`config.mk`:
```
export PLATFORM = sky130hd
export DESIGN_NAME = qmlp_lane
export DESIGN_NICKNAME = d
export VERILOG_FILES = /design/src/rtl/quantized_mlp_4x8_infer_macros.svh /design/src/rtl/qmlp_pkg.sv /design/src/rtl/qmlp_lane.sv
export SDC_FILE = /design/constraint.sdc
export NUM_CORES = 1
export LEC_CHECK = 0
export BUFFER_PORTS_ARGS = -buffer_cell sky130_fd_sc_hd__buf_2
export CORE_ASPECT_RATIO = 1.5
export CORE_MARGIN = 2
export CORE_UTILIZATION = 46
export DETAILED_ROUTE_END_ITERATION = 10
export HOLD_SLACK_MARGIN = 0.05
export PLACE_DENSITY = 0.69
export SYNTH_ARGS = -nofsm -noshare
export SYNTH_HDL_FRONTEND = slang
export SYNTH_SLANG_ARGS = --single-unit
```
`constraint.sdc`:
```
create_clock -name i_clk -period 8.5 [get_ports i_clk]
set_input_delay 0.85 -clock i_clk [delete_from_list [all_inputs] [get_ports i_clk]]
set_output_delay 0.85 -clock i_clk [all_outputs]
set_load 0.005 [all_outputs]
```
`src/rtl/quantized_mlp_4x8_infer_macros.svh`:
```
// Assertion macros for the top-level RTL.
`ifndef QUANTIZED_MLP_4X8_INFER_MACROS_SVH
`define QUANTIZED_MLP_4X8_INFER_MACROS_SVH

// Check that a condition holds in the same cycle as its trigger.
`define QMLP_ASSERT_NOW(lbl, ante, cons, msg) \
    lbl: assert property (@(posedge i_clk) disable iff (!i_rst_n) (ante) |-> (cons)) \
        else $error(msg);

// Check that a condition holds in the cycle after its trigger.
`define QMLP_ASSERT_NEXT(lbl, ante, cons, msg) \
    lbl: assert property (@(posedge i_clk) disable iff (!i_rst_n) (ante) |=> (cons)) \
        else $error(msg);

`endif

```
`src/rtl/qmlp_pkg.sv`:
```
package qmlp_pkg;

    // Network shape and weight word layout
    localparam int INPUT_COUNT  = 4;
    localparam int HIDDEN_COUNT = 8;
    localparam int HID_B_BASE   = INPUT_COUNT * HIDDEN_COUNT;
    localparam int OUT_W_BASE   = HID_B_BASE + HIDDEN_COUNT;
    localparam int OUT_B_INDEX  = OUT_W_BASE + HIDDEN_COUNT;

    // Field widths
    localparam int WORD_W    = 16;
    localparam int ACC_W     = 32;
    localparam int HID_W     = 15;
    localparam int SHIFT_W   = 4;
    localparam int INDEX_W   = 6;
    localparam int CFG_IDX_W = 2;

    // Derived index and counter widths
    localparam int IN_IDX_W  = $clog2(INPUT_COUNT);
    localparam int HID_IDX_W = $clog2(HIDDEN_COUNT);
    localparam int LSTEP_W   = $clog2(INPUT_COUNT + 1);
    localparam int MSTEP_W   = $clog2(HIDDEN_COUNT + 1);

    // Operation codes
    localparam logic OP_LOAD  = 1'b0;
    localparam logic OP_INFER = 1'b1;

    // Configuration register indexes
    localparam logic [CFG_IDX_W-1:0] CFG_Q_SHIFT   = 2'd0;
    localparam logic [CFG_IDX_W-1:0] CFG_RATIO_MIN = 2'd1;
    localparam logic [CFG_IDX_W-1:0] CFG_RATIO_MAX = 2'd2;

    typedef logic signed [WORD_W-1:0]           t_word;
    typedef logic signed [ACC_W-1:0]            t_acc;
    typedef logic [HID_W-1:0]                   t_hidden;
    typedef logic [HIDDEN_COUNT-1:0][HID_W-1:0] t_hidden_vec;
    typedef logic [SHIFT_W-1:0]                 t_shift;
    typedef logic [INDEX_W-1:0]                 t_index;
    typedef logic [CFG_IDX_W-1:0]               t_cfg_idx;
    typedef logic [ACC_W-1:0]                   t_cfg_data;
    typedef logic [IN_IDX_W-1:0]                t_in_sel;
    typedef logic [HID_IDX_W-1:0]               t_hid_sel;

    // Reset values of the configuration registers
    localparam t_shift Q_SHIFT_RESET   = 4'd8;
    localparam t_acc   RATIO_MIN_RESET = 32'sh0000_0000;
    localparam t_acc   RATIO_MAX_RESET = 32'sh7fff_ffff;
    localparam t_acc   HIDDEN_LIMIT    = 32'sh0000_7fff;

    // Lane sequencing controls
    typedef struct packed {
        logic preload;
        logic mac;
        logic fin;
    } t_lane_ctl;

    // Weight write into one lane
    typedef struct packed {
        logic    w_en;
        t_in_sel w_sel;
        logic    b_en;
        t_word   data;
    } t_lane_wr;

    // Weight write into the merge stage
    typedef struct packed {
        logic     ow_en;
        t_hid_sel ow_sel;
        logic     ob_en;
        t_word    data;
    } t_merge_wr;

    // Merge stage status toward the controller
    typedef struct packed {
        logic busy;
        logic can_start;
    } t_merge_stat;

    // Sign-extend a bias word and scale it up by the fraction bits
    function automatic t_acc bias_scale(input t_word bias, input t_shift q);
        t_acc ext;
        ext = t_acc'(bias);
        return ext << q;
    endfunction

    // Arithmetic shift down by the fraction bits
    function automatic t_acc shift_down(input t_acc v, input t_shift q);
        return v >>> q;
    endfunction

    // Clamp a hidden activation to 0..32767
    function automatic t_hidden hidden_clamp(input t_acc v);
        t_hidden res;
        if (v < 0) begin
            res = '0;
        end else if (v > HIDDEN_LIMIT) begin
            res = HIDDEN_LIMIT[HID_W-1:0];
        end else begin
            res = v[HID_W-1:0];
        end
        return res;
    endfunction

endpackage

```
`src/rtl/qmlp_lane.sv`:
```
module qmlp_lane (
    input  logic                i_clk,
    input  qmlp_pkg::t_lane_wr  i_wr,
    input  qmlp_pkg::t_lane_ctl i_ctl,
    input  qmlp_pkg::t_in_sel   i_sel,
    input  qmlp_pkg::t_word     i_feat,
    input  qmlp_pkg::t_shift    i_q_shift,
    output qmlp_pkg::t_hidden   o_hidden
);
    import qmlp_pkg::*;

    t_word   r_w [INPUT_COUNT];
    t_word   r_bias;
    t_acc    r_acc;
    t_acc    n_acc;
    t_hidden r_hidden;
    t_acc    w_prod;

    // Hold this unit's weight row and bias
    always_ff @(posedge i_clk) begin
        if (i_wr.w_en) begin
            r_w[i_wr.w_sel] <= i_wr.data;
        end
        if (i_wr.b_en) begin
            r_bias <= i_wr.data;
        end
    end

    // One weight times one feature per cycle
    assign w_prod = r_w[i_sel] * i_feat;

    // Start from the scaled bias, then accumulate with wraparound
    always_comb begin
        n_acc = r_acc;
        if (i_ctl.preload) begin
            n_acc = bias_scale(r_bias, i_q_shift);
        end else if (i_ctl.mac) begin
            n_acc = r_acc + w_prod;
        end
    end

    always_ff @(posedge i_clk) begin
        r_acc <= n_acc;
        if (i_ctl.fin) begin
            r_hidden <= hidden_clamp(shift_down(r_acc, i_q_shift));
        end
    end

    assign o_hidden = r_hidden;

endmodule

```
==> metrics.yaml <==
worst_setup_path:
  arrival_ps: 7670
  crit_buf_inv: 6
  path_max_fanout: 16
  worstSetupEndpointType: "flip-flop"
  reg2regPathDepth: 22
  cpPeakStageDelay_ps: 730
  cp-endpoint: "r_acc[30]"
  cp_top_family: "adder cells"
  path_cells: "buf_2 -> mux4_2 -> nand2_1 -> inv_1 -> fa_1 -> inv_1 -> fa_1 -> inv_1 -> fa_1 -> fa_1 -> fa_1 -> inv_1 -> fa_1 -> inv_1 -> ha_1 -> a21oi_4 -> a2bb2oi_4 -> o211ai_1 -> a31o_1 -> a31oi_1 -> nand2b_1 -> nand2b_1 -> a311o_1"
  critPathSlowestCell: "fa_1"
  cp-startpoint: "i_sel[0]"
  r2r_start: "r_w[3][15]"
  crit_type: "input port to flip-flop"
  cp.depth: 23
  worst_setup_path_start_kind: "input port"
  cp_common_cell: "fa_1"
  rrSetupSlack_ps: 1210
  crit_required_ps: 8670
  r2r_end: "r_acc[30]"
logic_synthesis:
  ys_seq_elements: 127
  synth_nets: 2096
  synth-edff-count: 127
  yosys_warnings: 0
  ys_types: 61
  synth_area_um2: 17400
  ys_async_sr_fraction_pct: 0
  synthCells: 1660
  seq_area_frac_synth_pct: 21.9
  syn_area_per_cell_um2: 10.5
  synthFlopType: "edfxtp_1"
drt:
  wl_per_cell_um: 18.4
  firstDrtPassIters: 5
  via_per_inst: 5.36
  dr_total_vias: 11672
  drt_wl_total_um: 40100
  detail_route.iter0.violations: 636
  ant_nets: 0
  drcViolationCount: 0
floorplanning:
  ios: 61
  rows: 87
  start_util_pct: 46.5
  die_x_um: 163
  die_area_um2: 39500
  die_h_um: 242
  fp.coreArea_um2: 37400
clock_network:
  cts_resized: 0
  cts_tree: "yes"
  root_buffer: "clkbuf_16"
  htree_levels: 4
  cts_hold_buffers: 0
  cts-buffers-inserted: 17
  cts.reportedPaths.clkPinSlew_ps: 60
  clock_path_buffers: 2
  cts_sinks: 127
  post_cts_buffers: 0
  clkLatencyLatePin_ps: 420
outcome:
  status: "finished clean"
global_route:
  grt.overflow.total: 0
  grt_pass1_wl_um: 66200
  gr-usage-all-layers_pct: 21.5
  grt_pass1_vias: 12879
  grt_max_degree: 60
  antenna_found_initial: 1
sta:
  timing.final.hold_violations: 0
  clock.fmax_mhz: 133
  fin_setup_tns_ps: 0
  rsz0062_at_grt: "no"
  relSlewSlack_pct: 30.8
  finalSetupViolCount: 0
  min_period_over_period_pct: 88.2
  period_needed_ps: 7500
  clock_skew_ps: 13.5
  drv_slew: 0
  tightest_slew_ps: 1040
placed_design:
  port_buffers: 60
  place_hpwl_um: 33900
  place_congestion: 0.870
cells_and_area:
  fillCellCount: 3409
  utilization_pct: 49.8
  fin_nets: 2113
  drive_gt1_share_pct: 9.30
  synthToLayoutAreaGrowth_pct: 6.88
worst_hold_path:
  hold_path_class: "input port to flip-flop"
run:
  cap_violations: 0
==> cells by family (layout without fill, tap and decap cells) <==
kind of cell | after synthesis | in the layout | share of synthesized area [%]
buffers and inverters | 413 | 442 | 9.32
adder cells (fa/ha/maj) | 390 | 390 | 40.6
XOR/XNOR | 41 | 41 | 2.10
other | 0 | 1 | 0
flip-flops | 127 | 127 | 21.9
AND/OR/NAND/NOR | 404 | 404 | 11.2
AO/OA/AOI/OAI | 177 | 177 | 6.17
multiplexers | 108 | 108 | 8.70
==> registers in the layout (all words and copies together) (netlist names) <==
name / cells
r_w: 64
r_acc: 32
o_hidden: 15
r_bias: 16
==> layer usage <==
metal | vias up | part of all wire, % | global-route usage (%)
met2 | 275 | 56 | 41.5
met5 | - | 0 | 0
li1 | 5302 | - | -
met3 | 82 | 2.9 | 1.99
met4 | 0 | 3.4 | 8.30
met1 | 6013 | 37 | 23.8
==> stage by stage <==
stage / hold WS [ps] / instances / instance area (µm²) / worst slack (ps)
6_report: 660 / 2179 / 18600 / 1000
5_1_grt: 659 / 2178 / 18600 / 703
4_1_cts: 642 / 2178 / 18600 / 1020
3_5_place_dp: 787 / 2147 / 18100 / 570
3_3_place_gp: 749 / 2147 / 18100 / 697
2_1_floorplan: 673 / 1660 / 17400 / 988
==> synth_stat cells (6+ instances only) <==
master      n  share of area [%]
o22ai_1    10               0.36
mux2i_1    57                3.3
inv_1     341                7.3
nand2_1   183                3.9
a211oi_1    7               0.30
mux4_2     33                4.3
nor2b_1     9               0.32
fa_1      292                 34
buf_4       6               0.26
mux2_2     12               0.78
buf_2       6               0.17
clkbuf_1   48                1.0
buf_6       6               0.39
xnor2_1    23                1.2
ha_1       98                7.0
o21ai_0    30               0.86
mux2_1      6               0.39
nand2b_1   15               0.54
nor2_1     45               0.97
o21ai_1    27               0.78
xor2_1     17               0.85
and2_1    126                4.5
a21oi_1    67                1.9
edfxtp_1  127                 22
==> cell type report <==
class / count / area [µm²] / share of cell area, %
multi-input combinational: 1120 / 12000 / 64.4
sequential: 127 / 3810 / 20.5
inverter: 343 / 1290 / 6.91
tap: 489 / 612 / 3.28
clock buffer: 17 / 425 / 2.28
timing repair buffer: 68 / 360 / 1.93
clock inverter: 14 / 133 / 0.712
antenna: 1 / 2.50 / 0.0134
==> how the worst min path moves through the flow <==
stage	from	end	slack, ps	depth (start not counted)
after floorplan	r_bias[0]	r_acc[0]	670	2
after global placement	r_bias[0]	r_acc[0]	750	2
after detailed placement	r_bias[0]	r_acc[0]	790	2
after CTS	i_wr[12]	r_w[0][12]	640	1
after global routing	i_wr[2]	r_w[1][2]	660	1
final	i_wr[12]	r_w[2][12]	660	1
==> placed cells by master, fill, tap and decap left out, types with 5 or more instances in the layout <==
cell       synthesis  final
a211oi_1           7      7
a21oi_1           67     67
and2_1           126    126
and3_1             5      5
buf_2              6     60
buf_4              6      8
clkbuf_16          0     17
edfxtp_1         127    127
fa_1             292    292
ha_1              98     98
inv_1            341    341
inv_6              0      5
mux2_1             6      6
mux2_2            12     12
mux2i_1           57     57
mux4_2            33     33
nand2_1          183    183
nand2b_1          15     15
nand4_1            5      5
nor2_1            45     45
nor2b_1            9      9
nor3_1             5      5
o21ai_0           30     30
o21ai_1           27     27
o22ai_1           10     10
xnor2_1           23     23
xor2_1            17     17
Power is not shown: default switching activity piles up to over one toggle a cycle in this logic, so the estimate is an artifact.
