### config.mk
export PLATFORM = sky130hd
export DESIGN_NAME = qmlp_merge
export DESIGN_NICKNAME = d
export VERILOG_FILES = /design/src/rtl/quantized_mlp_4x8_infer_macros.svh /design/src/rtl/qmlp_pkg.sv /design/src/rtl/qmlp_merge.sv
export SDC_FILE = /design/constraint.sdc
export NUM_CORES = 1
export LEC_CHECK = 0
export CAP_MARGIN = 20
export CORE_MARGIN = 1
export CORE_UTILIZATION = 50
export CTS_BUF_LIST = sky130_fd_sc_hd__clkbuf_2 sky130_fd_sc_hd__clkbuf_4 sky130_fd_sc_hd__clkbuf_8
export CTS_CLUSTER_DIAMETER = 40
export DETAILED_ROUTE_END_ITERATION = 8
export DONT_BUFFER_PORTS = 1
export SYNTH_ARGS = -nofsm -noshare
export SYNTH_HDL_FRONTEND = slang
export SYNTH_SLANG_ARGS = --single-unit
### constraint.sdc
create_clock -name i_clk -period 17.45 [get_ports i_clk]
set_input_delay 0 -clock i_clk [delete_from_list [all_inputs] [get_ports i_clk]]
set_output_delay 0 -clock i_clk [all_outputs]
set_load 0.05 [all_outputs]
### src/rtl/quantized_mlp_4x8_infer_macros.svh
// Assertion macros for the top-level RTL.
`ifndef QUANTIZED_MLP_4X8_INFER_MACROS_SVH
`define QUANTIZED_MLP_4X8_INFER_MACROS_SVH

// Check that a condition holds in the same cycle as its trigger.
`define QMLP_ASSERT_NOW(lbl, ante, cons, msg) \
    lbl: assert property (@(posedge i_clk) disable iff (!i_rst_n) (ante) |-> (cons)) \
        else $error(msg);

// Check that a condition holds in the cycle after its trigger.
`define QMLP_ASSERT_NEXT(lbl, ante, cons, msg) \
    lbl: assert property (@(posedge i_clk) disable iff (!i_rst_n) (ante) |=> (cons)) \
        else $error(msg);

`endif

### src/rtl/qmlp_pkg.sv
package qmlp_pkg;

    // Network shape and weight word layout
    localparam int INPUT_COUNT  = 4;
    localparam int HIDDEN_COUNT = 8;
    localparam int HID_B_BASE   = INPUT_COUNT * HIDDEN_COUNT;
    localparam int OUT_W_BASE   = HID_B_BASE + HIDDEN_COUNT;
    localparam int OUT_B_INDEX  = OUT_W_BASE + HIDDEN_COUNT;

    // Field widths
    localparam int WORD_W    = 16;
    localparam int ACC_W     = 32;
    localparam int HID_W     = 15;
    localparam int SHIFT_W   = 4;
    localparam int INDEX_W   = 6;
    localparam int CFG_IDX_W = 2;

    // Derived index and counter widths
    localparam int IN_IDX_W  = $clog2(INPUT_COUNT);
    localparam int HID_IDX_W = $clog2(HIDDEN_COUNT);
    localparam int LSTEP_W   = $clog2(INPUT_COUNT + 1);
    localparam int MSTEP_W   = $clog2(HIDDEN_COUNT + 1);

    // Operation codes
    localparam logic OP_LOAD  = 1'b0;
    localparam logic OP_INFER = 1'b1;

    // Configuration register indexes
    localparam logic [CFG_IDX_W-1:0] CFG_Q_SHIFT   = 2'd0;
    localparam logic [CFG_IDX_W-1:0] CFG_RATIO_MIN = 2'd1;
    localparam logic [CFG_IDX_W-1:0] CFG_RATIO_MAX = 2'd2;

    typedef logic signed [WORD_W-1:0]           t_word;
    typedef logic signed [ACC_W-1:0]            t_acc;
    typedef logic [HID_W-1:0]                   t_hidden;
    typedef logic [HIDDEN_COUNT-1:0][HID_W-1:0] t_hidden_vec;
    typedef logic [SHIFT_W-1:0]                 t_shift;
    typedef logic [INDEX_W-1:0]                 t_index;
    typedef logic [CFG_IDX_W-1:0]               t_cfg_idx;
    typedef logic [ACC_W-1:0]                   t_cfg_data;
    typedef logic [IN_IDX_W-1:0]                t_in_sel;
    typedef logic [HID_IDX_W-1:0]               t_hid_sel;

    // Reset values of the configuration registers
    localparam t_shift Q_SHIFT_RESET   = 4'd8;
    localparam t_acc   RATIO_MIN_RESET = 32'sh0000_0000;
    localparam t_acc   RATIO_MAX_RESET = 32'sh7fff_ffff;
    localparam t_acc   HIDDEN_LIMIT    = 32'sh0000_7fff;

    // Lane sequencing controls
    typedef struct packed {
        logic preload;
        logic mac;
        logic fin;
    } t_lane_ctl;

    // Weight write into one lane
    typedef struct packed {
        logic    w_en;
        t_in_sel w_sel;
        logic    b_en;
        t_word   data;
    } t_lane_wr;

    // Weight write into the merge stage
    typedef struct packed {
        logic     ow_en;
        t_hid_sel ow_sel;
        logic     ob_en;
        t_word    data;
    } t_merge_wr;

    // Merge stage status toward the controller
    typedef struct packed {
        logic busy;
        logic can_start;
    } t_merge_stat;

    // Sign-extend a bias word and scale it up by the fraction bits
    function automatic t_acc bias_scale(input t_word bias, input t_shift q);
        t_acc ext;
        ext = t_acc'(bias);
        return ext << q;
    endfunction

    // Arithmetic shift down by the fraction bits
    function automatic t_acc shift_down(input t_acc v, input t_shift q);
        return v >>> q;
    endfunction

    // Clamp a hidden activation to 0..32767
    function automatic t_hidden hidden_clamp(input t_acc v);
        t_hidden res;
        if (v < 0) begin
            res = '0;
        end else if (v > HIDDEN_LIMIT) begin
            res = HIDDEN_LIMIT[HID_W-1:0];
        end else begin
            res = v[HID_W-1:0];
        end
        return res;
    endfunction

endpackage

### src/rtl/qmlp_merge.sv
module qmlp_merge (
    input  logic                  i_clk,
    input  logic                  i_rst_n,
    input  qmlp_pkg::t_merge_wr   i_wr,
    input  logic                  i_start,
    input  qmlp_pkg::t_hidden_vec i_hidden,
    input  qmlp_pkg::t_shift      i_q_shift,
    input  qmlp_pkg::t_acc        i_ratio_min,
    input  qmlp_pkg::t_acc        i_ratio_max,
    input  logic                  i_out_ready,
    output qmlp_pkg::t_merge_stat o_stat,
    output logic                  o_out_valid,
    output qmlp_pkg::t_acc        o_ratio
);
    import qmlp_pkg::*;

    t_word                r_ow [HIDDEN_COUNT];
    t_word                r_obias;
    t_hidden_vec          r_hid;
    t_acc                 r_acc;
    logic [MSTEP_W-1:0]   r_step;
    logic                 r_busy;
    logic                 r_out_valid;
    t_acc                 r_ratio;
    t_hid_sel             w_sel;
    t_acc                 w_prod;
    t_acc                 w_scaled;
    t_acc                 w_clamped;
    logic                 w_mac;
    logic                 w_finish;

    // Hold the output weights and output bias
    always_ff @(posedge i_clk) begin
        if (i_wr.ow_en) begin
            r_ow[i_wr.ow_sel] <= i_wr.data;
        end
        if (i_wr.ob_en) begin
            r_obias <= i_wr.data;
        end
    end

    assign w_sel  = r_step[HID_IDX_W-1:0];
    assign w_prod = r_ow[w_sel] * t_word'({1'b0, r_hid[w_sel]});

    assign w_mac    = r_busy && (r_step < MSTEP_W'(HIDDEN_COUNT));
    assign w_finish = r_busy && (r_step == MSTEP_W'(HIDDEN_COUNT))
                      && (!r_out_valid || i_out_ready);

    // Scale down, then clamp with the lower bound tested first
    assign w_scaled = shift_down(r_acc, i_q_shift);
    always_comb begin
        if (w_scaled < i_ratio_min) begin
            w_clamped = i_ratio_min;
        end else if (w_scaled > i_ratio_max) begin
            w_clamped = i_ratio_max;
        end else begin
            w_clamped = w_scaled;
        end
    end

    // Capture hidden values and accumulate one product per cycle
    always_ff @(posedge i_clk) begin
        if (i_start) begin
            r_hid <= i_hidden;
            r_acc <= bias_scale(r_obias, i_q_shift);
        end else if (w_mac) begin
            r_acc <= r_acc + w_prod;
        end
        if (w_finish) begin
            r_ratio <= w_clamped;
        end
    end

    // Sequence the merge and the output register
    always_ff @(posedge i_clk) begin
        if (!i_rst_n) begin
            r_busy      <= 1'b0;
            r_step      <= '0;
            r_out_valid <= 1'b0;
        end else begin
            if (i_start) begin
                r_busy <= 1'b1;
                r_step <= '0;
            end else if (w_finish) begin
                r_busy <= 1'b0;
            end else if (w_mac) begin
                r_step <= r_step + 1'b1;
            end

            if (w_finish) begin
                r_out_valid <= 1'b1;
            end else if (r_out_valid && i_out_ready) begin
                r_out_valid <= 1'b0;
            end
        end
    end

    assign o_stat.busy      = r_busy;
    assign o_stat.can_start = !r_busy || w_finish;
    assign o_out_valid      = r_out_valid;
    assign o_ratio          = r_ratio;

endmodule

==> flow_summary.yaml <==
timing:
  layout_setup_ws_ps: 8954
  hold_viol: 0
  slew-limit-headroom_pct: 24.26
  whs_ps: 43.01
  tns_ps: 0
  max_freq_ghz: 0.1177
  rsz0062_at_grt: "false"
  timing.final.crit_period_ps: 8496
  tightest_slew_ps: 1104
  min_period_over_period_pct: 48.69
  final_max_slew_viol_count: 0
  setup_viol: 0
  finClkSkew_ps: 44.49
place:
  numPortBuffers: 0
  dpl.hpwl_um: 56490
  dp_slack_ps: 9030
  gp_congestion: 0.9491
hold_path:
  hold_depth: 5
  whs_endpoint: "r_acc[20]$_DFFE_PP_"
  holdCritStartpoint: "i_q_shift[2]"
  hold_path.class: "in -> reg"
clocking:
  clk_pin_slew_worst_paths_ps: 60
  cts_resized: 0
  cts.sinks: 337
  clock_latency_ps: 680
  cts_root_buffer: "clkbuf_8"
  clock_path_buffers: 3
  h-tree-depth: 2
  post_cts_buffers: 0
  cts_buffers: 57
  tritoncts: "done"
route:
  drt_iter0_markers: 1542
  drt-pass1-iter-count: 8
  post_drt_wl_per_cell_um: 22.90
  num_vias: 20380
  routedLengthMet1_um: 32510
  routed.top_layer: "met5"
  wl_met3_um: 5128
  drc: 0
  routed_wl_um: 81470
  via_per_inst: 5.728
  postRouteAntennaNets: 0
  wl_met2_um: 40650
floorplan:
  die_x_um: 236.2
  num_rows: 85
  dieArea_um2: 55770
  io_pins: 248
  coreArea_um2: 54030
  start_util_pct: 50.74
  dieHeight_um: 236.2
critical_path:
  reg2reg_depth: 23
  worst_ep_arrival_time_ps: 8840
  crit_fanout: 32
  cpPeakStageDelay_ps: 810
  crit_required_ps: 17800
  end_kind: "flip-flop"
  cp-start-kind: "flip-flop"
  cpMaxStageDelayCell: "mux2i_1"
  r2r_end: "r_acc[29]$_DFFE_PP_"
  worstPathCellList: "buf_4, mux4_2, mux2i_1, nor2_1, fa_1, inv_1, fa_1, fa_1, inv_1, fa_1, fa_1, inv_1, fa_1, inv_1, ha_1, a21oi_1, nor2_1, a2111oi_0, o31ai_1, a311oi_2, o211ai_1, a2111oi_0, a221oi_1"
  cpMostUsedCell: "fa_1"
  path_class: "reg -> reg"
  reg2reg_slack_ps: 8950
yosys:
  yosysSeqAreaShare_pct: 36.58
  synth_edf_count: 328
  synthAdderAreaFrac_pct: 27.00
  synth_cells: 2469
  synth_compound_area_share_pct: 7.480
  synthesis.area_um2: 27420
  synth-xor-area-share_pct: 1.054
  syn_avg_cell_area_um2: 11.10
  synthArstFlopShare_pct: 0
  synth_fp_nets: 3108
  ys.flop_type: "edfxtp_1"
  post_synth_num_cell_types: 65
  ys_seq_elements: 337
  synthSimpleGateAreaFrac_pct: 9.443
  synthMuxAreaShare_pct: 10.32
  yosysWarnings: 0
  synth_top_family_by_area: "adder cells"
final_layout:
  multi_input_area_um2: 15190
  final_nets: 3449
  fill_cells: 4274
  area_growth_pct: 19.97
  seqCellArea_um2: 10030
  layout-drive-gt1-share_pct: 9.584
job:
  max_cap_viol_count: 0
global_route:
  grt_pass1_wl_um: 125700
  grt_pass1_vias: 21600
  grt_max_degree: 188
  antenna_found_initial: 3
  gr-usage-all-layers_pct: 29.73
  overflow: 0
run_status:
  status: "finished, final reports clean"
-- worst max-delay path: cells and delay by family (launching register included) --
kind                     cells  cell delay [ps]
multiplexers                 2             1430
AO/OA/AOI/OAI                7             2140
flip-flops                   1              320
buffers and inverters        5              700
AND/OR/NAND/NOR              2              230
adder cells (fa/ha/maj)      7             3360
-- logic make-up (layout without fill, tap and decap cells) --
logic type,after synthesis,in the layout
AND/OR/NAND/NOR,593,593
buffers and inverters,579,969
adder cells (fa/ha/maj),426,426
flip-flops,337,337
AO/OA/AOI/OAI,322,322
multiplexers,179,179
XOR/XNOR,33,33
other,0,3
-- placed cells by master (no fill, tap or decap), types with 12 or more instances in the layout --
cell type        n
inv_1          479
dlygate4sd3_1  340
edfxtp_1       328
fa_1           276
nor2_1         234
nand2_1        182
ha_1           150
a21oi_1         89
mux4_2          79
mux2i_1         68
o21ai_0         67
nand3_1         62
clkbuf_8        60
buf_4           34
a31oi_1         31
mux2_2          29
a21o_1          26
nand2b_1        22
nor2b_1         20
clkbuf_4        20
xnor2_1         18
o211ai_1        17
or2_2           16
xor2_1          15
nand4_1         13
clkinv_1        13
a211oi_1        13
o22ai_1         12
-- layout make-up --
class | count | area share [%]
multi-input combinational | 1553 | 46.17
sequential | 337 | 30.50
tap | 696 | 2.648
clock inverter | 28 | 0.7076
timing repair buffer | 379 | 11.48
antenna | 3 | 0.02282
clock buffer | 80 | 2.967
inverter | 482 | 5.501
-- per-layer routing --
metal / global-route usage [%] / vias to the layer above
li1: - / 9028
met1: 37.64 / 10190
met2: 51.47 / 953
met3: 4.459 / 208
met4: 11.49 / 2
met5: 0 / -
-- sequential cells by signal (all words and copies together), names as in the netlist, named ones only --
| name | flops |
|---|---|
| r_step | 4 |
| o_out_valid | 1 |
| r_busy | 1 |
| o_ratio | 32 |
| r_hid | 120 |
| r_acc | 32 |
| r_ow | 128 |
| r_obias | 16 |
-- through the flow --
stage | cells | instance area (um^2) | utilization [%]
after floorplan | 2469 | 27420 | -
after global placement | 3099 | 28130 | 52.07
after detailed placement | 3103 | 28170 | 52.14
after CTS | 3553 | 32830 | 60.76
after global routing | 3558 | 32890 | 60.88
final | 3558 | 32890 | 60.88
-- synth_stat cells (31+ instances only) --
library cell / instances / area share (%)
mux4_2: 79 / 6.5
clkbuf_1: 57 / 0.78
fa_1: 276 / 20
a21oi_1: 89 / 1.6
nand2_1: 182 / 2.5
nor2_1: 234 / 3.2
nand3_1: 62 / 1.1
mux2i_1: 70 / 2.6
o21ai_0: 67 / 1.2
a31oi_1: 31 / 0.71
inv_1: 479 / 6.6
ha_1: 150 / 6.8
edfxtp_1: 328 / 36
-- worst max-delay path by stage --
| stage | to | slack (ps) |
|---|---|---|
| 4_1_cts | r_acc[29]$_DFFE_PP_ | 8940 |
| 2_1_floorplan | r_acc[29]$_DFFE_PP_ | 9730 |
| 6_report | r_acc[29]$_DFFE_PP_ | 8950 |
| 3_3_place_gp | r_acc[29]$_DFFE_PP_ | 8890 |
| 3_5_place_dp | r_acc[29]$_DFFE_PP_ | 9030 |
| 5_1_grt | r_acc[29]$_DFFE_PP_ | 8450 |
-- repair_timing --
action / in CTS / in global routing
hold buffers: 342 / 0
hold endpoints to repair: 601 / 0
endpoints found under the setup margin: 0 / 0
Power is left out: the tool's default activity adds up to more than one toggle a clock period on the data nets, which glitch-free logic cannot reach.
